--- src/hw/rtl/bank_mapper_scanline_irq_macros.svh ---
// Assertion helpers shared by the mapper RTL.
`ifndef BANK_MAPPER_SCANLINE_IRQ_MACROS_SVH
`define BANK_MAPPER_SCANLINE_IRQ_MACROS_SVH

// Same-cycle implication, checked outside reset.
`define BMSI_ASSERT_NOW(lbl, clk, rst_n, ante, cons) \
    lbl: assert property (@(posedge clk) disable iff (!rst_n) (ante) |-> (cons)) \
        else $error("bank mapper check failed");

// Next-cycle implication, checked outside reset.
`define BMSI_ASSERT_NEXT(lbl, clk, rst_n, ante, cons) \
    lbl: assert property (@(posedge clk) disable iff (!rst_n) (ante) |=> (cons)) \
        else $error("bank mapper check failed");

`endif

--- src/hw/rtl/bmsi_pkg.sv ---
package bmsi_pkg;

    // Target memory codes
    localparam logic [2:0] TGT_NONE       = 3'd0;
    localparam logic [2:0] TGT_PRG_ROM    = 3'd1;
    localparam logic [2:0] TGT_PRG_RAM    = 3'd2;
    localparam logic [2:0] TGT_PATTERN    = 3'd3;
    localparam logic [2:0] TGT_FOUR_SCR   = 3'd4;

    // Mirroring codes
    localparam logic [1:0] MIRROR_VERTICAL   = 2'd0;
    localparam logic [1:0] MIRROR_HORIZONTAL = 2'd1;
    localparam logic [1:0] MIRROR_FOUR       = 2'd2;

    // Configuration register indexes
    localparam logic [1:0] CFG_PRG_COUNT   = 2'd0;
    localparam logic [1:0] CFG_CHR_COUNT   = 2'd1;
    localparam logic [1:0] CFG_FOUR_SCREEN = 2'd2;

    // Mapper register decode: {address[14:13], address[0]} in 0x8000-0xFFFF
    localparam logic [2:0] REG_BANK_SELECT = 3'b000;
    localparam logic [2:0] REG_BANK_DATA   = 3'b001;
    localparam logic [2:0] REG_MIRROR      = 3'b010;
    localparam logic [2:0] REG_RAM_PROTECT = 3'b011;
    localparam logic [2:0] REG_IRQ_PERIOD  = 3'b100;
    localparam logic [2:0] REG_IRQ_RELOAD  = 3'b101;
    localparam logic [2:0] REG_IRQ_DISABLE = 3'b110;
    localparam logic [2:0] REG_IRQ_ENABLE  = 3'b111;

    // Fixed program banks
    localparam logic [7:0] PRG_FIXED_LOW  = 8'hFE;
    localparam logic [7:0] PRG_FIXED_LAST = 8'hFF;

    // Configuration reset values
    localparam logic [6:0] PRG_COUNT_RESET = 7'd64;
    localparam logic [8:0] CHR_COUNT_RESET = 9'd256;

    typedef logic [7:0] t_byte;

endpackage

--- src/hw/rtl/bank_mapper_scanline_irq.sv ---
// Chan | Handshake               | Payload
// -----+-------------------------+-----------------------------------------------------------
// in   | i_in_valid/o_in_ready   | i_command i_address i_write_data
// out  | o_out_valid/i_out_ready | o_target o_mapped_address o_mem_write o_irq_line o_mirroring
// cfg  | i_cfg_we, no wait       | i_cfg_index i_cfg_data
//
// Flow: an item sits in the input register after its accept edge and moves to the
// result register once that register is empty or being drained; o_out_valid rises as it lands.
// One item per clock sustained while i_out_ready stays high, set by the single mapping stage.
// Reset: synchronous, active low; clears all mapper state, the config registers
// to their defaults and both valid flags. No clearing pass.
// Stalls: the input register keeps taking items while it is empty, or while the result
// register is empty or being drained in the same cycle; o_in_ready depends on i_out_ready.

`include "bank_mapper_scanline_irq_macros.svh"

module bank_mapper_scanline_irq
    import bmsi_pkg::*;
#(
    parameter int MAX_PRG_BANKS = 64,
    parameter int MAX_CHR_BANKS = 256
) (
    input  logic        i_clk,
    input  logic        i_rst_n,

    input  logic        i_cfg_we,
    input  logic [1:0]  i_cfg_index,
    input  logic [8:0]  i_cfg_data,

    input  logic        i_in_valid,
    output logic        o_in_ready,
    input  logic        i_command,
    input  logic [15:0] i_address,
    input  logic [7:0]  i_write_data,

    output logic        o_out_valid,
    input  logic        i_out_ready,
    output logic [2:0]  o_target,
    output logic [18:0] o_mapped_address,
    output logic        o_mem_write,
    output logic        o_irq_line,
    output logic [1:0]  o_mirroring
);

    // Bank numbers never exceed the build-time bank limit.
    localparam logic [7:0] PRG_MAX_MASK = 8'(MAX_PRG_BANKS - 1);
    localparam logic [7:0] CHR_MAX_MASK = 8'(MAX_CHR_BANKS - 1);

    // Configuration registers
    logic [6:0] r_prg_count;
    logic [8:0] r_chr_count;
    logic       r_four_screen;

    // Input register
    logic        r_in_valid;
    logic        r_in_cmd;
    logic [15:0] r_in_addr;
    t_byte       r_in_data;

    // Mapper state
    t_byte r_bank_select;
    t_byte r_bank [8];
    logic  r_mirror;
    t_byte r_ram_protect;
    t_byte r_irq_reload;
    t_byte r_irq_count;
    logic  r_irq_enable;
    logic  r_a12_prev;
    logic  r_irq_pending;

    t_byte n_bank_select;
    t_byte n_bank [8];
    logic  n_mirror;
    t_byte n_ram_protect;
    t_byte n_irq_reload;
    t_byte n_irq_count;
    logic  n_irq_enable;
    logic  n_a12_prev;
    logic  n_irq_pending;

    // Result register
    logic        r_out_valid;
    logic [2:0]  r_target;
    logic [18:0] r_mapped;
    logic        r_mem_write;
    logic        r_irq_line;
    logic [1:0]  r_mirroring;

    logic [2:0]  n_target;
    logic [18:0] n_mapped;
    logic        n_mem_write;

    logic        w_adv;
    logic [7:0]  w_prg_mask;
    logic [8:0]  w_chr_m1;
    logic [7:0]  w_chr_mask;
    t_byte       w_prg_bank;
    logic [2:0]  w_chr_slot;
    logic [2:0]  w_chr_idx;
    t_byte       w_chr_raw;
    t_byte       w_chr_bank;
    t_byte       w_cnt_after;
    logic [2:0]  w_reg_sel;

    // Move the held item into the result register when that slot frees up.
    assign w_adv      = r_in_valid && (!r_out_valid || i_out_ready);
    assign o_in_ready = !r_in_valid || w_adv;

    // Bank masks: count minus one, taken in eight bits, so a zero count masks all ones.
    assign w_prg_mask = ({1'b0, r_prg_count} - 8'd1) & PRG_MAX_MASK;
    assign w_chr_m1   = r_chr_count - 9'd1;
    assign w_chr_mask = w_chr_m1[7:0] & CHR_MAX_MASK;

    // Program window bank: bit 6 of bank select swaps the first and third windows.
    always_comb begin
        case (r_in_addr[14:13])
            2'd0:    w_prg_bank = r_bank_select[6] ? PRG_FIXED_LOW : r_bank[6];
            2'd1:    w_prg_bank = r_bank[7];
            2'd2:    w_prg_bank = r_bank_select[6] ? r_bank[6] : PRG_FIXED_LOW;
            default: w_prg_bank = PRG_FIXED_LAST;
        endcase
    end

    // Pattern window bank: bit 7 of bank select swaps the 2 KiB and 1 KiB halves.
    // The 2 KiB windows use an even/odd pair of one bank register.
    assign w_chr_slot = r_in_addr[12:10] ^ {r_bank_select[7], 2'b00};
    assign w_chr_idx  = w_chr_slot[2] ? (3'({1'b0, w_chr_slot[1:0]}) + 3'd2)
                                      : {2'b00, w_chr_slot[1]};
    assign w_chr_raw  = r_bank[w_chr_idx];
    assign w_chr_bank = w_chr_slot[2] ? w_chr_raw : {w_chr_raw[7:1], w_chr_slot[0]};

    assign w_reg_sel  = {r_in_addr[14:13], r_in_addr[0]};

    // Scanline counter: reload on zero, else count down.
    assign w_cnt_after = (r_irq_count == 8'd0) ? r_irq_reload : r_irq_count - 8'd1;

    always_comb begin
        n_bank_select = r_bank_select;
        n_bank        = r_bank;
        n_mirror      = r_mirror;
        n_ram_protect = r_ram_protect;
        n_irq_reload  = r_irq_reload;
        n_irq_count   = r_irq_count;
        n_irq_enable  = r_irq_enable;
        n_a12_prev    = r_a12_prev;
        n_irq_pending = r_irq_pending;
        n_target      = TGT_NONE;
        n_mapped      = '0;
        n_mem_write   = 1'b0;

        if (r_in_addr[15:13] == 3'b000) begin
            // Pattern space; only reads watch A12.
            if (!r_in_cmd) begin
                n_a12_prev = r_in_addr[12];
                if (!r_a12_prev && r_in_addr[12]) begin
                    n_irq_count = w_cnt_after;
                    if (w_cnt_after == 8'd0 && r_irq_enable) begin
                        n_irq_pending = 1'b1;
                    end
                end
            end
            n_target    = TGT_PATTERN;
            n_mapped    = {1'b0, w_chr_bank & w_chr_mask, r_in_addr[9:0]};
            n_mem_write = r_in_cmd;
        end else if (r_in_addr[15:12] == 4'h2) begin
            // Name space: mapped only with four-screen RAM.
            if (r_four_screen) begin
                n_target    = TGT_FOUR_SCR;
                n_mapped    = {7'd0, r_in_addr[11:0]};
                n_mem_write = r_in_cmd;
            end
        end else if (r_in_addr[15:13] == 3'b011) begin
            // Program RAM: bit 7 enables, bit 6 refuses writes.
            if (r_ram_protect[7] && (!r_in_cmd || !r_ram_protect[6])) begin
                n_target    = TGT_PRG_RAM;
                n_mapped    = {6'd0, r_in_addr[12:0]};
                n_mem_write = r_in_cmd;
            end
        end else if (r_in_addr[15]) begin
            if (r_in_cmd) begin
                case (w_reg_sel)
                    REG_BANK_SELECT: n_bank_select = r_in_data;
                    REG_BANK_DATA:   n_bank[r_bank_select[2:0]] = r_in_data;
                    REG_MIRROR:      n_mirror = r_in_data[0];
                    REG_RAM_PROTECT: n_ram_protect = r_in_data;
                    REG_IRQ_PERIOD:  n_irq_reload = r_in_data;
                    REG_IRQ_RELOAD:  n_irq_count = 8'd0;
                    REG_IRQ_DISABLE: begin
                        n_irq_pending = 1'b0;
                        n_irq_enable  = 1'b0;
                    end
                    REG_IRQ_ENABLE:  n_irq_enable = 1'b1;
                    default:         n_irq_enable = r_irq_enable;
                endcase
            end else begin
                n_target = TGT_PRG_ROM;
                n_mapped = {(w_prg_bank[5:0] & w_prg_mask[5:0]), r_in_addr[12:0]};
            end
        end
    end

    // Configuration writes
    always_ff @(posedge i_clk) begin
        if (!i_rst_n) begin
            r_prg_count   <= PRG_COUNT_RESET;
            r_chr_count   <= CHR_COUNT_RESET;
            r_four_screen <= 1'b0;
        end else if (i_cfg_we) begin
            case (i_cfg_index)
                CFG_PRG_COUNT:   r_prg_count   <= i_cfg_data[6:0];
                CFG_CHR_COUNT:   r_chr_count   <= i_cfg_data;
                CFG_FOUR_SCREEN: r_four_screen <= i_cfg_data[0];
                default:         r_four_screen <= r_four_screen;
            endcase
        end
    end

    // Input register: load whenever the slot is free or drains this cycle.
    always_ff @(posedge i_clk) begin
        if (!i_rst_n) begin
            r_in_valid <= 1'b0;
        end else if (o_in_ready) begin
            r_in_valid <= i_in_valid;
        end
    end

    always_ff @(posedge i_clk) begin
        if (o_in_ready && i_in_valid) begin
            r_in_cmd  <= i_command;
            r_in_addr <= i_address;
            r_in_data <= i_write_data;
        end
    end

    // Mapper state: advance once per item.
    always_ff @(posedge i_clk) begin
        if (!i_rst_n) begin
            r_bank_select <= '0;
            for (int i = 0; i < 8; i++) begin
                r_bank[i] <= '0;
            end
            r_mirror      <= 1'b0;
            r_ram_protect <= '0;
            r_irq_reload  <= '0;
            r_irq_count   <= '0;
            r_irq_enable  <= 1'b0;
            r_a12_prev    <= 1'b0;
            r_irq_pending <= 1'b0;
        end else if (w_adv) begin
            r_bank_select <= n_bank_select;
            r_bank        <= n_bank;
            r_mirror      <= n_mirror;
            r_ram_protect <= n_ram_protect;
            r_irq_reload  <= n_irq_reload;
            r_irq_count   <= n_irq_count;
            r_irq_enable  <= n_irq_enable;
            r_a12_prev    <= n_a12_prev;
            r_irq_pending <= n_irq_pending;
        end
    end

    // Result register
    always_ff @(posedge i_clk) begin
        if (!i_rst_n) begin
            r_out_valid <= 1'b0;
        end else if (w_adv) begin
            r_out_valid <= 1'b1;
        end else if (i_out_ready) begin
            r_out_valid <= 1'b0;
        end
    end

    always_ff @(posedge i_clk) begin
        if (w_adv) begin
            r_target    <= n_target;
            r_mapped    <= n_mapped;
            r_mem_write <= n_mem_write;
            r_irq_line  <= n_irq_pending;
            r_mirroring <= r_four_screen ? MIRROR_FOUR
                         : (n_mirror ? MIRROR_HORIZONTAL : MIRROR_VERTICAL);
        end
    end

    assign o_out_valid      = r_out_valid;
    assign o_target         = r_target;
    assign o_mapped_address = r_mapped;
    assign o_mem_write      = r_mem_write;
    assign o_irq_line       = r_irq_line;
    assign o_mirroring      = r_mirroring;

    // A pending interrupt can only exist while enabled.
    `BMSI_ASSERT_NOW(a_pending_needs_enable, i_clk, i_rst_n, r_irq_pending, r_irq_enable)
    // The shown IRQ level tracks the state left by the last item.
    `BMSI_ASSERT_NOW(a_irq_matches_state, i_clk, i_rst_n, r_out_valid, r_irq_line == r_irq_pending)
    // An advancing item always lands in the result register.
    `BMSI_ASSERT_NEXT(a_adv_fills_out, i_clk, i_rst_n, w_adv, r_out_valid)
    // Disable write drops both the pending flag and the enable.
    `BMSI_ASSERT_NEXT(a_disable_clears, i_clk, i_rst_n,
        w_adv && r_in_cmd && r_in_addr[15] && w_reg_sel == REG_IRQ_DISABLE,
        !r_irq_pending && !r_irq_enable)

endmodule

--- config.mk ---
export PLATFORM = sky130hd
export DESIGN_NAME = bank_mapper_scanline_irq
export DESIGN_NICKNAME = d
export VERILOG_FILES = /design/src/hw/rtl/bmsi_pkg.sv /design/src/hw/rtl/bank_mapper_scanline_irq.sv
export VERILOG_INCLUDE_DIRS = /design/src /design/src/hw/rtl
export SDC_FILE = /design/constraint.sdc
export NUM_CORES = 1
export LEC_CHECK = 0
export ABC_AREA = 1
export BUFFER_PORTS_ARGS = -buffer_cell sky130_fd_sc_hd__buf_2
export CORE_UTILIZATION = 50
export CTS_CLUSTER_DIAMETER = 30
export DETAILED_ROUTE_END_ITERATION = 8
export PLACE_DENSITY = 0.69
export SLEW_MARGIN = 15
export SYNTH_ARGS = -nofsm -noshare
export SYNTH_HDL_FRONTEND = slang
export SYNTH_SLANG_ARGS = --single-unit
export TNS_END_PERCENT = 1
--- constraint.sdc ---
create_clock -name i_clk -period 4.3 [get_ports i_clk]
set_clock_uncertainty 0.15 [all_clocks]
set_input_delay 0.86 -clock i_clk [delete_from_list [all_inputs] [get_ports i_clk]]
set_output_delay 0.86 -clock i_clk [all_outputs]
set_load 0.01 [all_outputs]
; ---- Word level (Yosys, flattened, before mapping)
; Index checks and enable logic that the tools add are counted.
[word_totals]
regBits = 168
input_bits = 41
out_inout_bits = 28
word_cells = 155
[op_classes]
add_sub_neg = 4
n_lt_le_gt_ge = 3
eq_ne = 17
n_mux = 57
bitwise_logic = 9
reduce_logical = 35
[ops]
columns = operator, count
row1 = 8-bit 2-to-1 mux, 12
row2 = 19-bit 2-to-1 mux, 4
row3 = 64-bit bitwise mux, 1
row4 = 7-bit AND reduction, 5
row5 = 1-bit 2-to-1 mux, 26
row6 = 8-bit binary-select mux with 3-bit select, 1
row7 = 8-bit demux with 3-bit select, 1
row8 = 18-bit 2-to-1 mux, 1
row9 = 6-bit case mux with 3 select lines, 1
row10 = 8-bit zero test, 2
row11 = "8-bit by 1-bit subtractor with 8-bit output, second input constant", 2
row12 = 13-bit 2-to-1 mux, 1
row13 = "3-bit equality test, second input constant", 4
row14 = 12-bit 2-to-1 mux, 1
row15 = 3-bit 2-to-1 mux, 4
row16 = 6-bit 2-to-1 mux, 2
row17 = 2-bit nonzero test, 5
row18 = "3-bit by 2-bit equality test with 1-bit output, second input constant", 3
row19 = 8-bit AND, 1
row20 = "4-bit greater-or-equal comparator, second input constant", 2
row21 = 3-bit NOT with 4-bit output, 2
row22 = 8-bit AND reduction, 1
row23 = 6-bit AND, 1
row24 = 1-bit logical AND, 6
row25 = 19 further kinds, 36

; ---- Longest topological paths before layout
[depth]
depth_word = 10
mapped_depth = 14
mapped_depth_nobuf = 14

; ---- Worst setup path before layout
; Ideal clock, no wire load.
[synth_timing]
path_type = input port to flip-flop
startpoint = input port i_out_ready
endpoint = register r_bank[45] (netlist name)
setup_time_ps = 116
t_arrival_ps = 2577
required_ps = 4034
setup_slack_ps = 1457
stages = 11
path_buffers = 2
cell_sequence = inv_1 a21oi_4 nand2_1 nor3_2 nand2_2 nor2_2 buf_6 nand2_4 buf_6 o21ai_1 a21oi_1
[synth_via]
elab_chain_len = 3
[synth_lines]
columns = element, line_no
row1 = "start, declared", bank_mapper_scanline_irq.sv:37  ; input logic i_out_ready,
row2 = 1-bit logical OR, bank_mapper_scanline_irq.sv:106  ; assign w_adv = r_in_valid && (!r_out_valid || i_out_ready);
row3 = 1-bit logical AND, bank_mapper_scanline_irq.sv:106
row4 = named net w_adv, bank_mapper_scanline_irq.sv:93  ; logic w_adv;
row5 = 7-bit AND reduction (no source line), -
row6 = "end signal, assigned", bank_mapper_scanline_irq.sv:251  ; r_bank <= n_bank;
row7 = "end, declared", bank_mapper_scanline_irq.sv:62  ; t_byte r_bank [8];
; The timed path passes the listed nets, and every way through them passes these cells.
; A chain may end at the register's enable or synchronous reset.

; ---- Worst setup path in the final report
[layout_timing]
startpoint = register r_in_addr[14]
endpoint = register r_bank[63] (netlist name)
[layout_via]
elab_chain_len = 3
elab_cells_between_ends = 8
cone_classes = eq/ne: 3 / bitwise: 3 / reduce/logical: 2
[layout_lines]
columns = element, line_no
row1 = "start, declared", bank_mapper_scanline_irq.sv:57  ; logic [15:0] r_in_addr;
row2 = "start signal, assigned", bank_mapper_scanline_irq.sv:230  ; r_in_addr <= i_address;
row3 = 4-bit by 2-bit equality test with 1-bit output (tied with other cells), bank_mapper_scanline_irq.sv:165  ; end else if (r_in_addr[15:12] == 4'h2) begin
row4 = 1-bit NOT (no source line), -
row5 = 7-bit AND reduction (no source line) *, -
; Mark *: on every way between the ends. The rest lies on a longest branch, timed or not.

==> results.md <==
- Max Transition Viols Final: 0
- Sum Neg Setup Slack: 0 ps
- Tmin final: 2870 ps
- Status: finished clean
- Layout Area Growth over Synthesis: 16.4%
- Share of layout cells above drive strength 1: 0.134
- Reg2reg setup slack: 1430 ps
- Setup repair after global routing missed its margin: false
- CTS tree: yes
- Pwr Density: 452 nW/um^2
- Warnings, synthesis: 0
- Core Util, Final: 0.607
- Internal power: 2.76 mW
- # hold bufs at CTS: 0
- R2r worst-path depth: 9
- Max Clk Rate: 0.348 GHz
- WL per Instance: 15.7 um
- Total Power: 3.52 mW
- Number of flops mapped to enable cells by yosys: 51
- Final instance area: 7780 um^2
- Tot GR Track Use: 0.245
- Critical Path RT: 4450 ps
- Initial antenna violation count: 1
- Root buf cell: clkbuf_16
- DRT Pass-1 Iters: 5
- Sw Ratio: 0.215
- Sequential share of the synthesized area: 0.534
- Nets: 907
- Worst Hold Depth: 2
- Clk pin slew, worst setup/hold paths: 60 ps
- Core ar.: 12800 um^2
- Clock Tree Buf Depth: 2
- Ports: 69
- IO Port Bufs: 67
- WHS: 297 ps
- CTS Sinks: 153
- GRT Residual Overflow: 0
- DP HPWL: 11.4 mm
- Max_slew headroom: 0.278
- CTS H-tree lvls: 4
- Final hold vios: 0
- Crit path max fanout: 14
- # rows: 41
- Initial Util: 0.521
- Synthesized area per cell: 8.30 um^2
- CP Class: register to register
- DRC Markers: 0
- Ys flop type: dfxtp_1
- Mapped Area: 6690 um^2
- Placed inst area: 7090 um^2
- Maximum capacitance violations: 0
- Final wirelength: 16.4 mm
- Post-CTS Setup Bufs: 0
- Comb power frac: 0.060
- Die ar.: 13800 um^2
- Psw: 0.758 mW
- Crit path launch type: register
- Largest net degree at the start of global routing: 74
- Clock buffers created by TritonCTS: 17
- Synthesized flop and latch total: 153
- DR vias/cell: 5.40
- Period utilization: 0.668
- Final setup violation count: 0
- HP Class: register to register
- Post-CTS sizing: 0
- Most frequent cells in the layout: nand2_1 (118), inv_1 (105), dfxtp_1 (102)
- DR vias: 5658
- Post-synth ARST share: 0
- Syn_nets: 851
- Vias in the first global route: 5299
- Commonest non-fill, non-tap cell in the layout: nand2_1
- GPL Wtd Cong: 0.888
- Clk pwr share: 0.493
- Routed Antenna Nets: 0
- Register share of total power: 0.447
- Tightest Pin Transition: 1080 ps
- Die X: 118 um
- Cell variety after synth: 40
- Synthesized instance count: 806
- Clk Latency, worst-skew pair: 430 ps
- First-pass GRT wire length: 26.6 mm
- Die Ht: 118 um
- Crit path capture type: register
- CP arrival: 3020 ps
- P_leak: 3.08 nW
- Iter 0 DRT Violations: 530
- Maximum VDD drop: 293 uV
==> final timing paths <==
| kind | startpoint | end |
|---|---|---|
| min reg2reg | r_bank[55]$_SDFFE_PN0P_ | r_bank[55]$_SDFFE_PN0P_ |
| max | r_in_addr[14]$_DFFE_PP_ | r_bank[63]$_SDFFE_PN0P_ |
| max reg2reg | r_in_addr[14]$_DFFE_PP_ | r_bank[63]$_SDFFE_PN0P_ |
| min | r_bank[55]$_SDFFE_PN0P_ | r_bank[55]$_SDFFE_PN0P_ |
==> area by class of cell <==
class | instances | area, um^2
diodes | 1 | 2.50
clock buffers | 21 | 483
clock inverters | 11 | 214
fillers | 1131 | 5040
inverters | 107 | 402
multi-input cells | 514 | 2540
flip-flops and latches | 153 | 3570
well taps | 172 | 215
repair buffers | 69 | 350
==> stage by stage <==
stage | setup slack (ps) | std cells
floorplan | 1460 | 806
global placement | 1360 | 1015
detailed placement | 1280 | 1015
CTS | 1430 | 1047
global route | 1220 | 1048
finish | 1430 | 1048
==> layer usage <==
metal / wire [um] / track usage
met5: 0 / 0
met4: 395 / 0.0929
met3: 924 / 0.0523
met2: 7650 / 0.389
met1: 7470 / 0.327
==> power groups by stage <==
| stage | clock, mW | combinational [mW] | sequential, mW |
|---|---|---|---|
| global route | 1.81 | 0.233 | 1.58 |
| floorplan | 0 | 0.139 | 1.59 |
| global placement | 0 | 0.203 | 1.60 |
| finish | 1.74 | 0.210 | 1.57 |
| detailed placement | 0 | 0.207 | 1.60 |
| CTS | 1.75 | 0.209 | 1.57 |
==> worst max-delay path, cell delays in order (launching register included) <==
cell and delay, ps:
edfxtp_1 570, nor2_2 130, nand2_2 300, nand3_2 150, nor2_4 150, nand2_2 100, nor2_2 450, nand2_1 410
o21ai_0 280, a21oi_1 60
==> cell families (layout without fill, tap and decap cells) <==
| family | count (synthesis) | in the layout | synth area share |
|---|---|---|---|
| buffers and inverters | 139 | 208 | 0.0851 |
| adders and majority gates | 4 | 4 | 0.00748 |
| and+or+nand+nor | 274 | 274 | 0.177 |
| xor gates and xnor gates | 6 | 6 | 0.00786 |
| other | 0 | 1 | 0 |
| AOI/OAI and AO/OA | 229 | 229 | 0.187 |
| DFF | 153 | 153 | 0.534 |
| muxes | 1 | 1 | 0.00150 |
==> flip-flops by register name (all words and copies together) (netlist names), 6 cells and up <==
| name | count |
|---|---|
| r_in_addr | 16 |
| r_prg_count | 6 |
| o_mapped_address | 19 |
| r_bank | 58 |
| r_irq_count | 8 |
| r_irq_reload | 8 |
| r_chr_count | 8 |
| r_in_data | 8 |
==> synth_stat cells (8+ instances only) <==
cell      count  area, um^2
buf_2         8        40.0
inv_1       105         394
clkbuf_1     17        63.8
o21ai_1       9        45.0
nand3_1      40         200
nand2_1     118         443
dfxtp_1     102        2040
edfxtp_1     51        1530
nor2_1       86         323
o211ai_1     13        97.6
o21ai_0      89         445
a21oi_1      94         470
No activity file was read; power rests on OpenSTA's default activity.
